[src/design/stodc_pkg.sv]
// Package: types, codes and helpers shared by the time-of-day clock files.
package stodc_pkg;

    localparam int HOUR_W   = 5;
    localparam int MINUTE_W = 6;
    localparam int SECOND_W = 6;
    localparam int FIELD_W  = 2;
    localparam int REPORT_W = 2;
    localparam int POS_W    = 4;
    localparam int MODE_W   = 3;
    localparam int BYTE_W   = 8;
    localparam int DIGIT_W  = 4;

    // digits kept between bytes: HH, MM and the tens of SS
    localparam int DIGIT_SLOTS = 5;
    localparam int SLOT_W      = $clog2(DIGIT_SLOTS);

    typedef enum logic [MODE_W-1:0] {
        EV_TICK   = 3'd0,
        EV_MODE   = 3'd1,
        EV_SELECT = 3'd2,
        EV_INC    = 3'd3,
        EV_DEC    = 3'd4,
        EV_SERIAL = 3'd5
    } stodc_event_t;

    localparam logic [FIELD_W-1:0] FIELD_SEC  = 2'd0;
    localparam logic [FIELD_W-1:0] FIELD_MIN  = 2'd1;
    localparam logic [FIELD_W-1:0] FIELD_HOUR = 2'd2;

    localparam logic [REPORT_W-1:0] RPT_NONE = 2'd0;
    localparam logic [REPORT_W-1:0] RPT_TIME = 2'd1;
    localparam logic [REPORT_W-1:0] RPT_TEMP = 2'd2;

    // positions in the pattern WHH:MM:SS
    localparam logic [POS_W-1:0] POS_START  = 4'd0;
    localparam logic [POS_W-1:0] POS_HOUR_T = 4'd1;
    localparam logic [POS_W-1:0] POS_HOUR_U = 4'd2;
    localparam logic [POS_W-1:0] POS_COLON1 = 4'd3;
    localparam logic [POS_W-1:0] POS_MIN_T  = 4'd4;
    localparam logic [POS_W-1:0] POS_MIN_U  = 4'd5;
    localparam logic [POS_W-1:0] POS_COLON2 = 4'd6;
    localparam logic [POS_W-1:0] POS_SEC_T  = 4'd7;
    localparam logic [POS_W-1:0] POS_SEC_U  = 4'd8;

    localparam logic [SLOT_W-1:0] SLOT_HOUR_T = 3'd0;
    localparam logic [SLOT_W-1:0] SLOT_HOUR_U = 3'd1;
    localparam logic [SLOT_W-1:0] SLOT_MIN_T  = 3'd2;
    localparam logic [SLOT_W-1:0] SLOT_MIN_U  = 3'd3;
    localparam logic [SLOT_W-1:0] SLOT_SEC_T  = 3'd4;

    localparam logic [BYTE_W-1:0] CH_0     = 8'h30;
    localparam logic [BYTE_W-1:0] CH_2     = 8'h32;
    localparam logic [BYTE_W-1:0] CH_3     = 8'h33;
    localparam logic [BYTE_W-1:0] CH_5     = 8'h35;
    localparam logic [BYTE_W-1:0] CH_9     = 8'h39;
    localparam logic [BYTE_W-1:0] CH_COLON = 8'h3A;
    localparam logic [BYTE_W-1:0] CH_W_LC  = 8'h77;
    localparam logic [BYTE_W-1:0] CH_W_UC  = 8'h57;
    localparam logic [BYTE_W-1:0] CH_R_UC  = 8'h52;
    localparam logic [BYTE_W-1:0] CH_T_UC  = 8'h54;

    localparam logic [SECOND_W-1:0] SEC_MAX  = 6'd59;
    localparam logic [MINUTE_W-1:0] MIN_MAX  = 6'd59;
    localparam logic [HOUR_W-1:0]   HOUR_MAX = 5'd23;

    typedef struct packed {
        logic [SECOND_W-1:0] second_count;
        logic [MINUTE_W-1:0] minute_count;
        logic [HOUR_W-1:0]   hour_count;
        logic                setup_toggle;
        logic                first_run;
        logic [FIELD_W-1:0]  selected_field;
        logic [POS_W-1:0]    pattern_position;
    } stodc_state_t;

    localparam stodc_state_t STATE_RESET = '{
        second_count:     '0,
        minute_count:     '0,
        hour_count:       '0,
        setup_toggle:     1'b1,
        first_run:        1'b1,
        selected_field:   FIELD_SEC,
        pattern_position: POS_START
    };

    typedef struct packed {
        logic              en;
        logic [SLOT_W-1:0] slot;
        logic [DIGIT_W-1:0] value;
    } stodc_digit_wr_t;

    typedef struct packed {
        logic [HOUR_W-1:0]   hour_now;
        logic [MINUTE_W-1:0] minute_now;
        logic [SECOND_W-1:0] second_now;
        logic                setup_active;
        logic [FIELD_W-1:0]  field_selected;
        logic                time_loaded;
        logic [REPORT_W-1:0] report_request;
        logic [POS_W-1:0]    parse_position;
    } stodc_result_t;

    // tens * 10 + units on decimal digits
    function automatic logic [6:0] tens_units(input logic [DIGIT_W-1:0] tens,
                                              input logic [DIGIT_W-1:0] units);
        logic [6:0] t7;
        t7 = {3'b000, tens};
        return (t7 << 3) + (t7 << 1) + {3'b000, units};
    endfunction

    function automatic logic in_range(input logic [BYTE_W-1:0] c,
                                      input logic [BYTE_W-1:0] lo,
                                      input logic [BYTE_W-1:0] hi);
        return (c >= lo) && (c <= hi);
    endfunction

endpackage

[src/design/stodc_if.sv]
// Interfaces: event channel and result channel with valid/ready handshake.
interface stodc_in_if;
    import stodc_pkg::*;

    logic              valid;
    logic              ready;
    logic [MODE_W-1:0] mode;
    logic [BYTE_W-1:0] rx_byte;

    modport source (output valid, output mode, output rx_byte, input ready);
    modport sink   (input valid, input mode, input rx_byte, output ready);
endinterface

interface stodc_out_if;
    import stodc_pkg::*;

    logic                valid;
    logic                ready;
    logic [HOUR_W-1:0]   hour_now;
    logic [MINUTE_W-1:0] minute_now;
    logic [SECOND_W-1:0] second_now;
    logic                setup_active;
    logic [FIELD_W-1:0]  field_selected;
    logic                time_loaded;
    logic [REPORT_W-1:0] report_request;
    logic [POS_W-1:0]    parse_position;

    modport source (output valid, output hour_now, output minute_now, output second_now,
                    output setup_active, output field_selected, output time_loaded,
                    output report_request, output parse_position, input ready);
    modport sink   (input valid, input hour_now, input minute_now, input second_now,
                    input setup_active, input field_selected, input time_loaded,
                    input report_request, input parse_position, output ready);
endinterface

[src/design/settable_time_of_day_clock.sv]
// Top level: event-driven 24-hour clock with button setup and serial time load.
//
//  channel | dir | transaction
//  --------+-----+----------------------------------------------------------
//  evt     | in  | one event: mode (tick/buttons/serial), rx_byte
//  res     | out | time, setup flag, field, load flag, report, parse position
//
// One event per cycle sustained while the result is not stalled; results reach the
// ports via the event register, then the result register, fed by the update logic.
// Reset: time 00:00:00, first run; setup stays off until the second mode press.
// A stalled result holds the event register; evt.ready drops only when both are full.
module settable_time_of_day_clock (
    input  logic        clk,
    input  logic        rst_n,
    stodc_in_if.sink    evt,
    stodc_out_if.source res
);
    import stodc_pkg::*;

    logic                                 ev_valid_reg;
    logic [MODE_W-1:0]                    ev_mode_reg;
    logic [BYTE_W-1:0]                    ev_byte_reg;
    stodc_state_t                         state_reg;
    stodc_state_t                         state_next;
    logic [DIGIT_SLOTS-1:0][DIGIT_W-1:0]  digit_reg;
    stodc_digit_wr_t                      digit_wr;
    stodc_result_t                        res_reg;
    stodc_result_t                        res_next;
    logic                                 res_valid_reg;
    logic                                 advance;

    assign advance   = ev_valid_reg && (!res_valid_reg || res.ready);
    assign evt.ready = !ev_valid_reg || advance;

    stodc_step u_step (
        .state      (state_reg),
        .digits     (digit_reg),
        .mode       (ev_mode_reg),
        .rx_byte    (ev_byte_reg),
        .state_next (state_next),
        .digit_wr   (digit_wr),
        .result     (res_next)
    );

    always_ff @(posedge clk or negedge rst_n)
    begin
        if (!rst_n)
        begin
            ev_valid_reg  <= 1'b0;
            res_valid_reg <= 1'b0;
            state_reg     <= STATE_RESET;
        end
        else
        begin
            if (evt.ready)
            begin
                ev_valid_reg <= evt.valid;
            end
            if (advance)
            begin
                res_valid_reg <= 1'b1;
                state_reg     <= state_next;
            end
            else if (res.ready)
            begin
                res_valid_reg <= 1'b0;
            end
        end
    end

    always_ff @(posedge clk)
    begin
        if (evt.valid && evt.ready)
        begin
            ev_mode_reg <= evt.mode;
            ev_byte_reg <= evt.rx_byte;
        end
        if (advance)
        begin
            res_reg <= res_next;
            if (digit_wr.en)
            begin
                digit_reg[digit_wr.slot] <= digit_wr.value;
            end
        end
    end

    assign res.valid          = res_valid_reg;
    assign res.hour_now       = res_reg.hour_now;
    assign res.minute_now     = res_reg.minute_now;
    assign res.second_now     = res_reg.second_now;
    assign res.setup_active   = res_reg.setup_active;
    assign res.field_selected = res_reg.field_selected;
    assign res.time_loaded    = res_reg.time_loaded;
    assign res.report_request = res_reg.report_request;
    assign res.parse_position = res_reg.parse_position;

endmodule

[src/design/stodc_step.sv]
// Next-state and result logic for one clock event.
module stodc_step (
    input  stodc_pkg::stodc_state_t                                   state,
    input  logic [stodc_pkg::DIGIT_SLOTS-1:0][stodc_pkg::DIGIT_W-1:0] digits,
    input  logic [stodc_pkg::MODE_W-1:0]                              mode,
    input  logic [stodc_pkg::BYTE_W-1:0]                              rx_byte,
    output stodc_pkg::stodc_state_t                                   state_next,
    output stodc_pkg::stodc_digit_wr_t                                digit_wr,
    output stodc_pkg::stodc_result_t                                  result
);
    import stodc_pkg::*;

    logic               in_setup;
    logic               fits;
    logic               loaded;
    logic [REPORT_W-1:0] report;
    logic [DIGIT_W-1:0] digit_val;
    logic [SECOND_W-1:0] sec_inc;
    logic [MINUTE_W-1:0] min_inc;
    logic [HOUR_W-1:0]   hour_inc;
    logic [SECOND_W-1:0] sec_dec;
    logic [MINUTE_W-1:0] min_dec;
    logic [HOUR_W-1:0]   hour_dec;
    logic [6:0]          hour_load;
    logic [6:0]          min_load;
    logic [6:0]          sec_load;

    assign in_setup  = !state.first_run && state.setup_toggle;
    assign digit_val = DIGIT_W'(rx_byte - CH_0);

    assign sec_inc  = (state.second_count >= SEC_MAX) ? '0 : state.second_count + 6'd1;
    assign min_inc  = (state.minute_count >= MIN_MAX) ? '0 : state.minute_count + 6'd1;
    assign hour_inc = (state.hour_count >= HOUR_MAX) ? '0 : state.hour_count + 5'd1;
    assign sec_dec  = (state.second_count == '0) ? SEC_MAX : state.second_count - 6'd1;
    assign min_dec  = (state.minute_count == '0) ? MIN_MAX : state.minute_count - 6'd1;
    assign hour_dec = (state.hour_count == '0) ? HOUR_MAX : state.hour_count - 5'd1;

    assign hour_load = tens_units(digits[SLOT_HOUR_T], digits[SLOT_HOUR_U]);
    assign min_load  = tens_units(digits[SLOT_MIN_T], digits[SLOT_MIN_U]);
    assign sec_load  = tens_units(digits[SLOT_SEC_T], digit_val);

    always_comb
    begin
        fits = 1'b0;
        digit_wr.en    = 1'b0;
        digit_wr.slot  = SLOT_HOUR_T;
        digit_wr.value = digit_val;
        unique case (state.pattern_position)
            POS_START:
            begin
                fits = (rx_byte == CH_W_LC) || (rx_byte == CH_W_UC);
            end
            POS_HOUR_T:
            begin
                fits = in_range(rx_byte, CH_0, CH_2);
                digit_wr.en   = 1'b1;
                digit_wr.slot = SLOT_HOUR_T;
            end
            POS_HOUR_U:
            begin
                fits = (digits[SLOT_HOUR_T] == 4'd2) ? in_range(rx_byte, CH_0, CH_3)
                                                     : in_range(rx_byte, CH_0, CH_9);
                digit_wr.en   = 1'b1;
                digit_wr.slot = SLOT_HOUR_U;
            end
            POS_COLON1, POS_COLON2:
            begin
                fits = (rx_byte == CH_COLON);
            end
            POS_MIN_T:
            begin
                fits = in_range(rx_byte, CH_0, CH_5);
                digit_wr.en   = 1'b1;
                digit_wr.slot = SLOT_MIN_T;
            end
            POS_MIN_U:
            begin
                fits = in_range(rx_byte, CH_0, CH_9);
                digit_wr.en   = 1'b1;
                digit_wr.slot = SLOT_MIN_U;
            end
            POS_SEC_T:
            begin
                fits = in_range(rx_byte, CH_0, CH_5);
                digit_wr.en   = 1'b1;
                digit_wr.slot = SLOT_SEC_T;
            end
            POS_SEC_U:
            begin
                fits = in_range(rx_byte, CH_0, CH_9);
            end
            default:
            begin
                fits = 1'b0;
            end
        endcase
        digit_wr.en = digit_wr.en && fits && (mode == EV_SERIAL);
    end

    always_comb
    begin
        state_next = state;
        loaded     = 1'b0;
        report     = RPT_NONE;
        unique case (mode)
            EV_TICK:
            begin
                if (!in_setup)
                begin
                    state_next.second_count = sec_inc;
                    if (state.second_count >= SEC_MAX)
                    begin
                        state_next.minute_count = min_inc;
                        if (state.minute_count >= MIN_MAX)
                        begin
                            state_next.hour_count = hour_inc;
                        end
                    end
                end
            end
            EV_MODE:
            begin
                state_next.first_run    = 1'b0;
                state_next.setup_toggle = !state.setup_toggle;
            end
            EV_SELECT:
            begin
                if (in_setup)
                begin
                    state_next.selected_field = (state.selected_field < FIELD_HOUR)
                                              ? state.selected_field + 2'd1 : FIELD_SEC;
                end
            end
            EV_INC:
            begin
                if (in_setup)
                begin
                    case (state.selected_field)
                        FIELD_SEC:  state_next.second_count = sec_inc;
                        FIELD_MIN:  state_next.minute_count = min_inc;
                        FIELD_HOUR: state_next.hour_count   = hour_inc;
                        default:    ;
                    endcase
                end
            end
            EV_DEC:
            begin
                if (in_setup)
                begin
                    case (state.selected_field)
                        FIELD_SEC:  state_next.second_count = sec_dec;
                        FIELD_MIN:  state_next.minute_count = min_dec;
                        FIELD_HOUR: state_next.hour_count   = hour_dec;
                        default:    ;
                    endcase
                end
            end
            EV_SERIAL:
            begin
                if (fits)
                begin
                    if (state.pattern_position == POS_SEC_U)
                    begin
                        state_next.pattern_position = POS_START;
                        state_next.hour_count   = hour_load[HOUR_W-1:0];
                        state_next.minute_count = min_load[MINUTE_W-1:0];
                        state_next.second_count = sec_load[SECOND_W-1:0];
                        loaded = 1'b1;
                    end
                    else
                    begin
                        state_next.pattern_position = state.pattern_position + 4'd1;
                    end
                end
                else
                begin
                    state_next.pattern_position = POS_START;
                    if (rx_byte == CH_R_UC)
                    begin
                        report = RPT_TIME;
                    end
                    else if (rx_byte == CH_T_UC)
                    begin
                        report = RPT_TEMP;
                    end
                end
            end
            default: ;
        endcase
    end

    always_comb
    begin
        result.hour_now       = state_next.hour_count;
        result.minute_now     = state_next.minute_count;
        result.second_now     = state_next.second_count;
        result.setup_active   = !state_next.first_run && state_next.setup_toggle;
        result.field_selected = state_next.selected_field;
        result.time_loaded    = loaded;
        result.report_request = report;
        result.parse_position = state_next.pattern_position;
    end

endmodule

[src/flat_wrapper.sv]
// flat-port wrapper written by rule: the top's interface ports become plain ports
module settable_time_of_day_clock_flat import stodc_pkg::*;
  (clk, rst_n, evt_valid, evt_mode, evt_rx_byte, evt_ready, res_valid, res_hour_now, res_minute_now, res_second_now, res_setup_active, res_field_selected, res_time_loaded, res_report_request, res_parse_position, res_ready);
  stodc_in_if evt_i ();
  stodc_out_if res_i ();
  input  logic clk;
  input  logic rst_n;
  input wire logic [$bits(evt_i.valid)-1:0] evt_valid;
  input wire logic [$bits(evt_i.mode)-1:0] evt_mode;
  input wire logic [$bits(evt_i.rx_byte)-1:0] evt_rx_byte;
  output wire logic [$bits(evt_i.ready)-1:0] evt_ready;
  output wire logic [$bits(res_i.valid)-1:0] res_valid;
  output wire logic [$bits(res_i.hour_now)-1:0] res_hour_now;
  output wire logic [$bits(res_i.minute_now)-1:0] res_minute_now;
  output wire logic [$bits(res_i.second_now)-1:0] res_second_now;
  output wire logic [$bits(res_i.setup_active)-1:0] res_setup_active;
  output wire logic [$bits(res_i.field_selected)-1:0] res_field_selected;
  output wire logic [$bits(res_i.time_loaded)-1:0] res_time_loaded;
  output wire logic [$bits(res_i.report_request)-1:0] res_report_request;
  output wire logic [$bits(res_i.parse_position)-1:0] res_parse_position;
  input wire logic [$bits(res_i.ready)-1:0] res_ready;
  assign evt_i.valid = evt_valid;
  assign evt_i.mode = evt_mode;
  assign evt_i.rx_byte = evt_rx_byte;
  assign evt_ready = evt_i.ready;
  assign res_valid = res_i.valid;
  assign res_hour_now = res_i.hour_now;
  assign res_minute_now = res_i.minute_now;
  assign res_second_now = res_i.second_now;
  assign res_setup_active = res_i.setup_active;
  assign res_field_selected = res_i.field_selected;
  assign res_time_loaded = res_i.time_loaded;
  assign res_report_request = res_i.report_request;
  assign res_parse_position = res_i.parse_position;
  assign res_i.ready = res_ready;
  settable_time_of_day_clock u_core (.clk(clk), .rst_n(rst_n), .evt(evt_i), .res(res_i));
endmodule
[config.mk]
export PLATFORM = sky130hd
export DESIGN_NAME = settable_time_of_day_clock_flat
export DESIGN_NICKNAME = d
export VERILOG_FILES = /design/src/design/stodc_pkg.sv /design/src/design/stodc_if.sv /design/src/design/settable_time_of_day_clock.sv /design/src/design/stodc_step.sv /design/src/flat_wrapper.sv
export SDC_FILE = /design/constraint.sdc
export NUM_CORES = 1
export LEC_CHECK = 0
export BUFFER_PORTS_ARGS = -buffer_cell sky130_fd_sc_hd__buf_2
export CELL_PAD_IN_SITES_DETAIL_PLACEMENT = 1
export CELL_PAD_IN_SITES_GLOBAL_PLACEMENT = 1
export CORE_UTILIZATION = 48
export DETAILED_ROUTE_END_ITERATION = 10
export PLACE_DENSITY = 0.83
export SLEW_MARGIN = 20
export SYNTH_ARGS = -nofsm -noshare
export SYNTH_HDL_FRONTEND = slang
export SYNTH_SLANG_ARGS = --single-unit
export TNS_END_PERCENT = 1
[constraint.sdc]
create_clock -name clk -period 3.6 [get_ports clk]
set_input_delay 0 -clock clk [delete_from_list [all_inputs] [get_ports clk]]
set_output_delay 0 -clock clk [all_outputs]
set_load 0.05 [all_outputs]
==> results of run 1 <==
[synthesized netlist by cell type (5+ instances only)]
cell type,number
a211oi_1,7
a21o_1,7
a21oi_1,45
a31oi_1,7
buf_2,7
clkbuf_1,41
dfrtp_1,25
edfxtp_1,58
fa_1,6
ha_1,26
inv_1,27
mux2_2,6
mux2i_1,7
nand2_1,44
nand2b_1,13
nand3_1,16
nand4_1,5
nand4bb_1,5
nor2_1,26
nor2b_1,6
nor3_1,17
nor4_1,7
o211ai_1,8
o21ai_0,39
o22a_1,9
o22ai_1,8
o2bb2ai_1,7
o31ai_1,7
or4_1,5
xnor2_1,11
xor2_1,8
[path summary, 6_finish.rpt]
| path | start | end | cells past startpoint |
|---|---|---|---|
| max in group asynchronous | rst_n | u_core.state_reg[15] | 2 |
| hold reg to reg | u_core.ev_valid_reg | u_core.res.valid | 1 |
| setup reg to reg | u_core.ev_byte_reg[7] | u_core.digit_reg[11] | 6 |
| hold / removal | rst_n | u_core.state_reg[4] | 2 |
| setup / recovery | u_core.ev_byte_reg[7] | u_core.digit_reg[11] | 6 |
| min in group clk | evt_rx_byte[2] | u_core.ev_byte_reg[2] | 2 |
[kinds of logic (layout without fill, tap and decap cells)]
group / Yosys count / in the layout / share of synthesized area
mux: 13 / 13 / 0.0231
xor+xnor: 19 / 19 / 0.0279
compound gates: 203 / 203 / 0.245
simple gates: 179 / 179 / 0.168
flops: 85 / 85 / 0.406
buf+inv: 80 / 131 / 0.0556
fa+ha+maj: 32 / 32 / 0.0747
[placed cells by master (no fill, tap or decap), types with 9 or more instances in the layout]
cell type,n
dlygate4sd3_1,15
nor2_1,26
inv_1,27
xnor2_1,11
nand2_1,44
clkbuf_16,9
nand3_1,16
o22a_1,9
o21ai_0,39
dfrtp_1,25
buf_2,43
ha_1,26
nor3_1,17
nand2b_1,13
edfxtp_1,58
buf_4,30
a21oi_1,45
[per-layer routing]
| metal | share of wire | track usage | up-vias |
|---|---|---|---|
| li1 | - | - | 2422 |
| met1 | 0.41 | 0.398 | 2699 |
| met2 | 0.49 | 0.558 | 235 |
| met3 | 0.064 | 0.0595 | 61 |
| met4 | 0.035 | 0.163 | 0 |
| met5 | 0 | 0 | - |
[worst max-delay path: stages, from the launching register on]
cell       delay (ns)
edfxtp_1         0.40
nand4bb_1        0.28
a2111oi_0        0.68
and3_1           0.72
o31ai_4          0.21
nor3_1           0.29
and3b_1          0.33
[cell type report]
type | instances | share of cell area
clock buffer | 9 | 0.0329
inverter | 27 | 0.0148
clock inverter | 7 | 0.0110
sequential | 85 | 0.354
tap | 168 | 0.0307
timing repair buffer | 88 | 0.0864
multi-input combinational | 446 | 0.470
[stage by stage]
step,utilization,hold slack (ns),cell area [sq um]
final,0.567,0.250,6840
after global routing,0.567,0.326,6840
after CTS,0.567,0.273,6840
after detailed placement,0.529,0.113,6390
after global placement,0.529,0.107,6390
after floorplan,-,-0.296,5970
[where the power goes]
group | total [mW] | internal, mW | switching [mW]
Clock | 0.985 | 0.541 | 0.444
Sequential | 1.46 | 1.23 | 0.234
Combinational | 1.59 | 0.551 | 1.04
[timing repair]
action,CTS,global route
hold endpoints to repair,38,0
hold buffers,15,0
setup endpoints to repair,0,0
==> flow_metrics.tcl, run 1 <==
set metrics [dict create \
    status "finished clean" \
    die_width_um 113 \
    first_iter_violations 465 \
    wl_per_cell_um 24.3 \
    coreArea_sq_mm 0.0121 \
    placed_cells 799 \
    clock_latency_ns 0.36 \
    path_max_fanout 11 \
    area_delta_synth_final_pct 14.6 \
    antenna_found_initial 0 \
    synth-edff-count 58 \
    synth_top_cell_by_area "edfxtp_1" \
    final_cells 830 \
    fin_nets 704 \
    seq_area_sq_mm 0.00242 \
    grt_pass1_wl_um 31400 \
    crit_required_ns 3.64 \
    vias 5417 \
    cts_made_buffers 9 \
    synthDistinctLibCells 81 \
    period_share 0.896 \
    critical_path_class "reg2reg" \
    cts-resized-gates 0 \
    ys_seq_area_frac 0.406 \
    port_buffers 43 \
    synth_area_leaders "edfxtp_1 29%, dfrtp_1 10%, ha_1 5.5%, a21oi_1 3.8%, o21ai_0 3.3%" \
    initial_utilization 0.495 \
    grt_pass1_vias 5604 \
    max_freq_mhz 310 \
    place_ws_ns 0.543 \
    drv_slew 0 \
    synth_nets 658 \
    skew_ns 0.0132 \
    root_buffer "clkbuf_16" \
    synthesis.area_sq_mm 0.00597 \
    rows 40 \
    grt_max_degree 28 \
    clk_pin_slew_worst_paths_ns 0.07 \
    async_flop_share 0.318 \
    gp_congestion 0.959 \
    routed_via_density 6.53 \
    final_antenna_net_count 0 \
    cts_num_sinks 85 \
    setup_slack_ns 0.376 \
    setup.worst_path.start_class "register" \
    hpwl_um 14200 \
    dieArea_sq_mm 0.0129 \
    firstDrtPassIters 5 \
    layout-drive-gt1-share 0.172 \
    die_y_um 113 \
    fin_tns_setup_ns 0 \
    irDropWorstVdd_v 0.000341 \
    maxCapViolCount 0 \
    cts_max_path_buffers 2 \
    grt_setup_unrepaired "false" \
    synth_top_area_frac 0.292 \
    grt_remaining_overflow 0 \
    cp-end-kind "register" \
    n_antenna_cell 0 \
    boundaryPins 44 \
    multi_input_area_sq_mm 0.00321 \
    synthCells 611 \
    htreeDepth 3 \
    period_minus_slack_ns 3.22 \
    r2r_setup_slack_ns 0.38 \
    worst_pin_slew_ns 0.751 \
    cts_tree "yes" \
    postCtsSetupBuffers 0 \
    largest_reg_flops 25 \
    hold_viol_final 0 \
    min_path_type "in2async" \
    crit_arrival_ns 3.27 \
    grt_usage 0.327 \
    finalSetupViolations 0 \
    fillers 1322 \
    wirelength_um 20200 \
    avgSynthCellArea_sq_um 9.76 \
    synth_ff_type "edfxtp_1" \
    p_per_area_mw_per_mm2 590 \
    power_leakage_nw 2.63 \
    yosysWarningCount 0 \
    synth-seq-cells 85 \
    relSlewSlack 0.493 \
    drc 0 \
    power_mw 4.04 \
]
Note: power is estimated with default switching activity, not from simulation.
==> run 2, diff against run 1 <==
--- a/config.mk
+++ b/config.mk
@@ -11,7 +11,6 @@
 export CORE_UTILIZATION = 48
 export DETAILED_ROUTE_END_ITERATION = 10
 export PLACE_DENSITY = 0.83
-export SLEW_MARGIN = 20
 export SYNTH_ARGS = -nofsm -noshare
 export SYNTH_HDL_FRONTEND = slang
 export SYNTH_SLANG_ARGS = --single-unit
==> constraint.sdc (replaced) <==
create_clock -name clk -period 3 [get_ports clk]
set_input_delay 0 -clock clk [delete_from_list [all_inputs] [get_ports clk]]
set_output_delay 0 -clock clk [all_outputs]
set_load 0.05 [all_outputs]
==> flow_metrics.tcl, run 2 (synthesis results as in run 1) <==
set metrics [dict create \
    status "finished clean" \
    cts_max_path_buffers 2 \
    worst_pin_slew_ns 0.773 \
    antenna_found_initial 0 \
    power.switching_mw 2.04 \
    port_buffers 43 \
    drv_slew 0 \
    wl_per_cell_um 24.0 \
    postCtsSetupBuffers 0 \
    irDropWorstVdd_v 0.000398 \
    critical_path_class "reg2reg" \
    cp-end-kind "register" \
    rows 40 \
    crit_required_ns 3.03 \
    routed_via_density 6.60 \
    area_delta_synth_final_pct 17.5 \
    first_iter_violations 446 \
    p_per_area_mw_per_mm2 707 \
    hpwl_um 14000 \
    period_minus_slack_ns 2.91 \
    gp_congestion 0.961 \
    vias 5576 \
    dieArea_sq_mm 0.0129 \
    drc 0 \
    path_max_fanout 10 \
    cts_num_sinks 85 \
    placed_area_sq_mm 0.00651 \
    boundaryPins 44 \
    grt_pass1_wl_um 31500 \
    clock_latency_ns 0.36 \
    p_clk_frac 0.255 \
    finalSetupViolations 0 \
    comb_power_share 0.397 \
    hold_viol_final 0 \
    min_path_type "in2async" \
    relSlewSlack 0.480 \
    swShare 0.412 \
    maxCapViolCount 0 \
    power_leakage_nw 2.72 \
    coreArea_sq_mm 0.0121 \
    initial_utilization 0.495 \
    grt_pass1_vias 5795 \
    n_antenna_cell 0 \
    crit_family "simple AND/OR/NAND/NOR gates" \
    final_common_cell "edfxtp_1" \
    die_width_um 113 \
    cp_slowest_cell "a2111oi_2" \
    largest_reg_flops 25 \
    seqPwrFrac 0.348 \
    grt_remaining_overflow 0 \
    firstDrtPassIters 5 \
    crit_arrival_ns 2.94 \
    htreeDepth 3 \
    die_y_um 113 \
    grt_max_degree 30 \
    critPathBufInv 1 \
    cts_tree "yes" \
    layout-drive-gt1-share 0.196 \
    holdWs_ns 0.252 \
    internal_power_mw 2.92 \
    period_share 0.970 \
    crit_chain "nand4bb_1 -> a2111oi_2 -> and3_1 -> buf_4 -> o31ai_4 -> nor3_2 -> and3b_1" \
    clk_pin_slew_worst_paths_ns 0.07 \
    max_freq_mhz 344 \
    skew_ns 0.0157 \
    mostFrequentLayoutCells "58 x edfxtp_1, 45 x a21oi_1, 44 x nand2_1, 44 x buf_4, 43 x buf_2" \
    root_buffer "clkbuf_16" \
    cts_made_buffers 9 \
    grt_usage 0.321 \
    fin_tns_setup_ns 0 \
    fin_nets 719 \
    final_antenna_net_count 0 \
    fin_area_sq_mm 0.00701 \
    setup.worst_path.start_class "register" \
    wirelength_um 20300 \
    fillers 1331 \
    critPathMaxStageDelay_ns 0.53 \
]
## run 2: timing repair
| action | CTS | global route |
|---|---|---|
| setup endpoints to repair | 16 | 40 |
| hold buffers | 15 | 0 |
| hold endpoints to repair | 38 | 0 |
| resized for setup | 1 | 5 |
## run 2: layout make-up
class                           count  area (sq um)  share of cell area
Tap cell                          168           210              0.0300
Clock buffer                        9           225              0.0321
Clock inverter                      7          97.6              0.0139
Inverter                           27           101              0.0145
Multi-Input combinational cell    446          3240               0.462
Sequential cell                    85          2420               0.345
Timing Repair Buffer              103           716               0.102
## run 2: stage by stage
| step | util | instances | total power [mW] | setup WS (ns) |
|---|---|---|---|---|
| CTS | 0.579 | 845 | 4.90 | 0.0110 |
| global placement | 0.540 | 814 | 3.55 | 0.255 |
| detailed placement | 0.540 | 814 | 3.64 | 0.116 |
| global route | 0.581 | 845 | 5.15 | -0.0168 |
| floorplan | - | 611 | 3.03 | 0.283 |
| finish | 0.581 | 845 | 4.96 | 0.0892 |
## run 2: layer usage
layer | track usage | wire [um]
met1 | 0.401 | 8200
met2 | 0.546 | 10100
met3 | 0.0526 | 1370
met4 | 0.150 | 610
met5 | 0 | 0
## run 2: final timing paths
check / slack (ns) / to / cells after the start / from
max: 0.09 / u_core.digit_reg[8] / 7 / u_core.ev_byte_reg[6]
max in group asynchronous: 2.25 / u_core.state_reg[0] / 2 / rst_n
max reg2reg: 0.09 / u_core.digit_reg[8] / 7 / u_core.ev_byte_reg[6]
min: 0.25 / u_core.state_reg[16] / 2 / rst_n
min reg2reg: 0.55 / u_core.state_reg[6] / 1 / u_core.state_reg[6]
min in group clk: 0.35 / u_core.ev_byte_reg[1] / 2 / evt_rx_byte[1]
## run 2: power by group through the flow
stage	logic, mW	registers (mW)	clock network (mW)
2_1_floorplan	1.22	1.81	0
3_5_place_dp	1.90	1.74	0
5_1_grt	2.10	1.75	1.30
3_3_place_gp	1.83	1.72	0
4_1_cts	1.93	1.72	1.25
6_report	1.97	1.73	1.26
## run 2: worst register-to-register path, delay by kind of cell (launching register included)
kind	cells	cell delay, ns
buf+inv	1	0.27
compound gates	2	0.66
flops	1	0.39
simple gates	4	1.27
==> run 3, diff against run 2 <==
--- a/config.mk
+++ b/config.mk
@@ -6,11 +6,10 @@
 export NUM_CORES = 1
 export LEC_CHECK = 0
 export BUFFER_PORTS_ARGS = -buffer_cell sky130_fd_sc_hd__buf_2
-export CELL_PAD_IN_SITES_DETAIL_PLACEMENT = 1
-export CELL_PAD_IN_SITES_GLOBAL_PLACEMENT = 1
-export CORE_UTILIZATION = 48
+export CORE_UTILIZATION = 54
 export DETAILED_ROUTE_END_ITERATION = 10
-export PLACE_DENSITY = 0.83
+export PLACE_DENSITY = 0.84
+export SLEW_MARGIN = 20
 export SYNTH_ARGS = -nofsm -noshare
 export SYNTH_HDL_FRONTEND = slang
 export SYNTH_SLANG_ARGS = --single-unit
==> flow_metrics.tcl, run 3 (synthesis results as in run 1) <==
set metrics [dict create \
    area_delta_synth_final_pct 14.3 \
    power_mw 4.38 \
    cts_num_sinks 85 \
    dieArea_sq_mm 0.0115 \
    startpoint "u_core.digit_reg[0]" \
    use_met1 0.400 \
    period_minus_slack_ns 2.91 \
    met2_usage 0.497 \
    grt_usage 0.309 \
    vias 5358 \
    first_iter_violations 569 \
    cts_made_buffers 9 \
    cp-end-kind "register" \
    clock_latency_ns 0.38 \
    cts_tree "yes" \
    max_freq_mhz 344 \
    mostFrequentLayoutCells "58 x edfxtp_1, 45 x a21oi_1, 45 x buf_4" \
    wl_per_cell_um 20.9 \
    setup_slack_ns 0.0936 \
    crit_family "simple AND/OR/NAND/NOR gates" \
    timing.rr.end "u_core.res.minute_now[0]" \
    drc 0 \
    rows 38 \
    final_cells 818 \
    placed_area_sq_mm 0.00648 \
    place_ws_ns 0.206 \
    critPathBufInv 0 \
    skew_ns 0.0107 \
    root_buffer "clkbuf_8" \
    period_share 0.969 \
    relSlewSlack 0.504 \
    port_buffers 43 \
    boundaryPins 44 \
    r2r_setup_slack_ns 0.09 \
    gp_congestion 1.00 \
    hpwl_um 12000 \
    die_y_um 107 \
    power_leakage_nw 2.66 \
    final_common_cell "edfxtp_1" \
    grt_pass1_vias 5207 \
    grt_use_met3 0.0632 \
    drv_slew 0 \
    p_per_area_mw_per_mm2 643 \
    r2r-start "u_core.digit_reg[0]" \
    wirelength_um 17100 \
    fin_nets 720 \
    largest_reg_flops 25 \
    critical_path_class "reg2reg" \
    coreArea_sq_mm 0.0108 \
    critPathMaxStageDelay_ns 0.60 \
    antenna_found_initial 0 \
    rr_worst_depth 6 \
    finalSetupViolations 0 \
    cts_max_path_buffers 2 \
    grt_setup_unrepaired "false" \
    clk_pin_slew_worst_paths_ns 0.09 \
    grt_max_degree 38 \
    fin_area_sq_mm 0.00682 \
    status "finished clean" \
    irDropWorstVdd_v 0.000370 \
    worst_pin_slew_ns 0.744 \
    busiest_layer "met2" \
    utilization 0.632 \
    routed_via_density 6.55 \
    crit_required_ns 3.17 \
    hold_viol_final 0 \
    cp_slowest_cell "or4b_1" \
    die_width_um 107 \
    path_max_fanout 11 \
    placed_cells 787 \
    holdWs_ns 0.213 \
    crit_arrival_ns 3.08 \
    initial_utilization 0.553 \
    fin_tns_setup_ns 0 \
    final_antenna_net_count 0 \
    setup.worst_path.start_class "register" \
    maxCapViolCount 0 \
    crit_chain "or4b_1 -> o211a_1 -> o21a_1 -> nor3_2 -> nor2_1 -> o21ai_0" \
    n_antenna_cell 0 \
    htreeDepth 3 \
    min_path_type "in2async" \
    layout-drive-gt1-share 0.195 \
    firstDrtPassIters 6 \
    grt_pass1_wl_um 26900 \
    grt_remaining_overflow 0 \
]
-- run 3: cell types whose count changed in the layout (fill, tap and decap cells not counted), sizes merged --
cell,delta
buf,+1
clkinv,+1
clkbuf,+1
bufinv,-2
-- run 3: per-layer routing --
| metal | routed length (um) | up-vias |
|---|---|---|
| met5 | 0 | - |
| met4 | 524 | 0 |
| met1 | 6660 | 2546 |
| met2 | 8290 | 319 |
| li1 | - | 2441 |
| met3 | 1660 | 52 |
-- run 3: worst max path at each step --
stage	end	cells past startpoint	slack, ns
after detailed placement	u_core.res.minute_now[0]	7	0.21
after global routing	u_core.digit_reg[14]	6	0.02
after CTS	u_core.res.minute_now[0]	6	0.18
after floorplan	u_core.digit_reg[4]	8	0.28
final	u_core.res.minute_now[0]	6	0.09
after global placement	u_core.digit_reg[15]	8	0.29
-- run 3: final cells by class --
type	instances	area (sq um)
fillers	908	3970
multi-input cells	446	3230
flip-flops and latches	85	2420
repair buffers	104	723
well taps	140	175
clock buffers	10	128
inverters	27	101
clock inverters	6	46.3
-- run 3: report_power, final --
group          switching [mW]  internal [mW]
combinational            1.22          0.692
sequential              0.223           1.47
clock                   0.462          0.307
total                    1.91           2.47
-- run 3: repair_timing --
item | CTS | global route
hold buffers | 15 | 0
setup buffers | 0 | 0
endpoints found under the hold margin | 38 | 0
setup endpoints to repair | 0 | 16
gates resized for setup | 0 | 2
